<file path="config.mk">
export PLATFORM = sky130hd
export DESIGN_NAME = pcmm_div
export DESIGN_NICKNAME = d
export VERILOG_FILES = /design/src/pcmm_pkg.sv /design/src/pcmm_div.sv
export SDC_FILE = /design/constraint.sdc
export NUM_CORES = 1
export LEC_CHECK = 0
export ABC_CLOCK_PERIOD_IN_PS = 5700
export BUFFER_PORTS_ARGS = -buffer_cell sky130_fd_sc_hd__buf_2
export CORE_AREA = 2 2 108 110
export DETAILED_ROUTE_END_ITERATION = 7
export DIE_AREA = 0 0 110 112
export MAX_ROUTING_LAYER = met4
export PLACE_DENSITY = 0.94
export SLEW_MARGIN = 20
export SYNTH_ARGS = -nofsm -noshare
export SYNTH_HDL_FRONTEND = slang
export SYNTH_SLANG_ARGS = --single-unit
</file>
<file path="constraint.sdc">
create_clock -name clk_i -period 5.7 [get_ports clk_i]
set_input_delay 1.14 -clock clk_i [delete_from_list [all_inputs] [get_ports clk_i]]
set_output_delay 1.14 -clock clk_i [all_outputs]
set_load 0.02 [all_outputs]
</file>
<file path="src/pcmm_pkg.sv">
package pcmm_pkg;

  localparam int CHANNELS    = 36;
  localparam int SAMPLE_BITS = 16;
  localparam int CHAN_BITS   = 6;
  localparam int SUM_BITS    = 48;
  localparam int COUNT_BITS  = 32;
  localparam int ENTRIES     = 2 * CHANNELS;
  localparam int IDX_BITS    = $clog2(ENTRIES);
  localparam int STEP_BITS   = $clog2(SUM_BITS);

  // one statistics entry per quantity/channel pair
  typedef struct packed {
    logic [SAMPLE_BITS-1:0] min_val;
    logic [SAMPLE_BITS-1:0] max_val;
    logic [SUM_BITS-1:0]    sum_val;
  } entry_t;

  typedef struct packed {
    logic                  start;
    logic [SUM_BITS-1:0]   dividend;
    logic [COUNT_BITS-1:0] divisor;
  } div_req_t;

  typedef struct packed {
    logic                done;
    logic [SUM_BITS-1:0] quotient;
  } div_rsp_t;

endpackage

</file>
<file path="src/pcmm_div.sv">
// Radix-2 restoring divider, one quotient bit per cycle.
module pcmm_div (
  input  logic                clk_i,
  input  logic                rst_ni,
  input  pcmm_pkg::div_req_t  req_i,
  output pcmm_pkg::div_rsp_t  rsp_o
);

  logic                                busy_q;
  logic                                done_q;
  logic [pcmm_pkg::STEP_BITS-1:0]      cnt_q;
  logic [pcmm_pkg::COUNT_BITS-1:0]     rem_q;
  logic [pcmm_pkg::COUNT_BITS-1:0]     dsr_q;
  logic [pcmm_pkg::SUM_BITS-1:0]       quo_q;

  logic [pcmm_pkg::COUNT_BITS:0]       shifted;
  logic [pcmm_pkg::COUNT_BITS:0]       trial;
  logic                                q_bit;
  logic [pcmm_pkg::COUNT_BITS-1:0]     rem_d;

  // shift in the next dividend bit and try the subtraction
  always_comb begin
    shifted = {rem_q, quo_q[pcmm_pkg::SUM_BITS-1]};
    trial   = shifted - {1'b0, dsr_q};
    q_bit   = ~trial[pcmm_pkg::COUNT_BITS];
    rem_d   = q_bit ? trial[pcmm_pkg::COUNT_BITS-1:0] : shifted[pcmm_pkg::COUNT_BITS-1:0];
  end

  always_ff @(posedge clk_i or negedge rst_ni) begin
    if (!rst_ni) begin
      busy_q <= 1'b0;
      done_q <= 1'b0;
      cnt_q  <= '0;
    end else begin
      done_q <= 1'b0;
      if (req_i.start) begin
        busy_q <= 1'b1;
        cnt_q  <= '0;
      end else if (busy_q) begin
        if (cnt_q == pcmm_pkg::STEP_BITS'(pcmm_pkg::SUM_BITS - 1)) begin
          busy_q <= 1'b0;
          done_q <= 1'b1;
        end
        cnt_q <= cnt_q + 1'b1;
      end
    end
  end

  always_ff @(posedge clk_i) begin
    if (req_i.start) begin
      rem_q <= '0;
      dsr_q <= req_i.divisor;
      quo_q <= req_i.dividend;
    end else if (busy_q) begin
      rem_q <= rem_d;
      quo_q <= {quo_q[pcmm_pkg::SUM_BITS-2:0], q_bit};
    end
  end

  assign rsp_o.done     = done_q;
  assign rsp_o.quotient = quo_q;

endmodule

</file>
==> key figures <==
Outcome
  – Status: finished, final reports clean

Die
  – Die Wd: 110 um
  – Die height: ~110 um
  – Die area: 0.01232 mm^2
  – I/O Pins: about 130
  – Core area: 0.01117 mm^2
  – Row Count: 39
  – Initial Utilization: 58.64%

Routing
  – Drt total wl: 16480 um
  – Final ANT Viol Nets: 0
  – Via count: 5418
  – Drt drc: 0
  – Detailed Routing Iterations Pass 1: 5
  – Drt initial violations: 586
  – Via density: between 6 and 7
  – Wire per inst: around 19 um

Synthesis
  – Syn Nets: 715
  – Synthesis Warnings: 0
  – Area share of the largest cell type after synthesis: a little over a third
  – Post-synthesis adder-cell area fraction: approximately 6.6%
  – Post-synthesis compound-gate area fraction: between 10 and 15%
  – Main area contributors after synthesis: edfxtp_1 37%, dfxtp_1 9.8%, mux2_2 8.2%
  – Ys flop type: edfxtp_1
  – Largest family of logic cells by synthesized area: compound AO/OA/AOI/OAI gates
  – Post-synthesis cell count: 598
  – Synth cell count leaders: 80 x edfxtp_1, 65 x nand2_1, 48 x mux2_2, 45 x nor2_1, 43 x inv_1
  – Most area-hungry cell type in the Yosys netlist: edfxtp_1
  – Mux cell area share after synthesis: under 10%
  – Post-synth ARST share: 6.667%
  – Synth Area in XOR/XNOR: 4.277%
  – Simple-gate portion of the synthesized area: between 10% and 20%
  – Most frequent cell after synthesis: edfxtp_1
  – Synth Register Bits: 120
  – Post-synthesis sequential area ratio: about 49%
  – Unique masters post-synth: 60
  – Synthesized cell area: 0.006553 mm^2
  – EDFF count, synth: 80
  – Syn avg cell area: roughly 11 um^2

Critical path
  – CP dominant cell by count: o311ai_0
  – CP max-delay cell: xor2_4
  – Data arrival time of the worst path: 4320 ps
  – Setup CP Type: reg2reg
  – Crit end category: register
  – CP cell instances: inv_1, ha_1, fa_1, and2b_1, o2111ai_1, and3_4, o21a_1, o211a_4, o31ai_4, xor2_4, o311ai_0, o311ai_0
  – CP max stage delay: 820 ps
  – CP Launch Type: register
  – Critical path's top delay family: compound AO/OA/AOI/OAI gates
  – Crit path max fanout: 36
  – Worst path buffer plus inverter count: 1
  – Critical path required time: roughly 6000 ps

Timing
  – Relative slew slack: 32.27%
  – Slew at the pin with the worst max-slew slack: 1014 ps
  – Final worst-path cycle share: a little over two thirds
  – Crit path time final: between 4000 and 5000 ps
  – Fmax: between 200 and 250 MHz
  – Final Setup Violations: 0
  – Final Max Tran Viols: 0
  – RSZ-0062 raised after global routing: no
  – Worst clock skew: 10.56 ps
  – Post-route setup TNS: 0 ps
  – Final Hold Fails: 0

Power and ir drop
  – VDD IR max: slightly below 300 uV
  – Tot Pwr: between 3 and 4 mW
  – Leak Pwr: ~3.4 nW
  – Pwr Density: about 460 mW/mm^2

Flow run
  – Max-cap violations: 0

Clocking
  – Number of H-tree levels: 4
  – Clk sinks: 120
  – TritonCTS clock tree: yes
  – Post-cts resize count: 0
  – Clock root cell: clkbuf_16
  – Number of buffers created by CTS: 17
  – Hold Buf Count CTS: 0
  – Post-CTS Setup Bufs: 0
  – Worst-path clk slew: 60 ps
  – Clock buffer depth: 2
  – Worst-skew pair later-pin latency: 420 ps

Place
  – I/O Buffers: 131
  – Placed Instance Area: around 0.0073 mm^2
  – Placed Cells: 850
  – Hpwl dp: 10800 um
  – Placer Congestion: 0.9301

Global route
  – First-pass GRT wire length: 26550 um
  – Vias in the first global route: 5461
  – Antenna violations before repair: 0
  – Overflow after GRT: 0
  – Global Route Usage Sum: between 20% and 30%
  – Largest net degree at the start of global routing: 69

Worst hold path
  – Worst Hold Class: reg2reg

Final layout
  – Finished Layout Cells: 882
  – Antenna diodes: 0
  – P&R area growth vs syn: 19.48%
  – Multi-input combinational cell area: 0.003024 mm^2
  – Fillers: roughly 740
  – Seq. cell area: about 0.0032 mm^2
  – # nets final: 843
  – Design area: about 0.008 mm^2
  – Layout cells sized above 1: 30.72%
[routing by layer]
layer  track usage, %  part of all wire, %
met3            6.557                  6.3
met2            46.26                   51
met4            14.60                  4.2
met5                -                    0
met1            33.68                   38
[cell families after synthesis]
family,Yosys count
muxes,52
DFF,120
adders and majority gates,34
AOI/OAI and AO/OA,128
buffers and inverters,69
xor gates and xnor gates,29
and+or+nand+nor,166
[worst register-to-register path, stage by stage, from the launching register on]
cell       delay, ps
edfxtp_1         360
inv_1             60
ha_1             220
fa_1             410
and2b_1          230
o2111ai_1        130
and3_4           210
o21a_1           230
o211a_4          280
o31ai_4          390
xor2_4           820
o311ai_0         360
o311ai_0         200
[registers in the layout, summed over array words and instances (netlist names)]
name / cells
quo_q: 48
dsr_q: 32
rem_q: 32
cnt_q: 6
busy_q: 1
done_q: 1
[worst paths after layout]
path | start | endpoint | slack (ps) | depth (start not counted)
max in group asynchronous | rst_ni | busy_q$_DFF_PN0_ | 4980 | 1
worst max-delay path | quo_q[47]$_DFFE_PP_ | rem_q[29]$_SDFFE_PP0P_ | 1680 | 12
worst max register to register | quo_q[47]$_DFFE_PP_ | rem_q[29]$_SDFFE_PP0P_ | 1680 | 12
worst min-delay path | rem_q[19]$_SDFFE_PP0P_ | rem_q[20]$_SDFFE_PP0P_ | 510 | 2
worst min register to register | rem_q[19]$_SDFFE_PP0P_ | rem_q[20]$_SDFFE_PP0P_ | 510 | 2
min in group asynchronous | rst_ni | busy_q$_DFF_PN0_ | 540 | 1
[cell usage in the layout (no fill, tap or decap), drive strengths merged, types with 4 or more instances in the layout]
master    n
edfxtp   80
inv      42
and3      7
clkbuf   23
o211ai    6
nand3    11
a311oi   23
and2      4
and4      5
nand2    65
nor2     45
a32oi     4
nor3      5
a21oi    26
ha       33
clkinv    7
dfrtp     8
buf     135
o21ai    20
mux2     48
a21o     12
xor2     12
nor2b     5
xnor2    17
o21a      6
o21bai    8
a211oi    4
mux2i     4
dfxtp    32
[where the power goes]
group / internal, mW / switching, mW
clock network: 0.583 / 0.381
registers: 1.10 / 0.133
logic: 0.580 / 0.856
total: 2.27 / 1.37
[area by class of cell]
cell class	instances	area share, %
inverter	43	2.062
multi-input combinational	409	38.63
clock inverter	9	0.6553
tap	143	2.285
clock buffer	23	6.105
timing repair buffer	135	8.790
sequential	120	41.47
[per-stage QoR]
step	worst slack, ps	util (%)	hold WS [ps]
after floorplan	2288	-	462.3
after global placement	1887	65.30	484.5
after detailed placement	1812	65.30	501.9
after CTS	1742	70.04	509.2
after global routing	1492	70.06	529.0
final	1683	70.06	508.9
(Power assumes the default switching activity.)
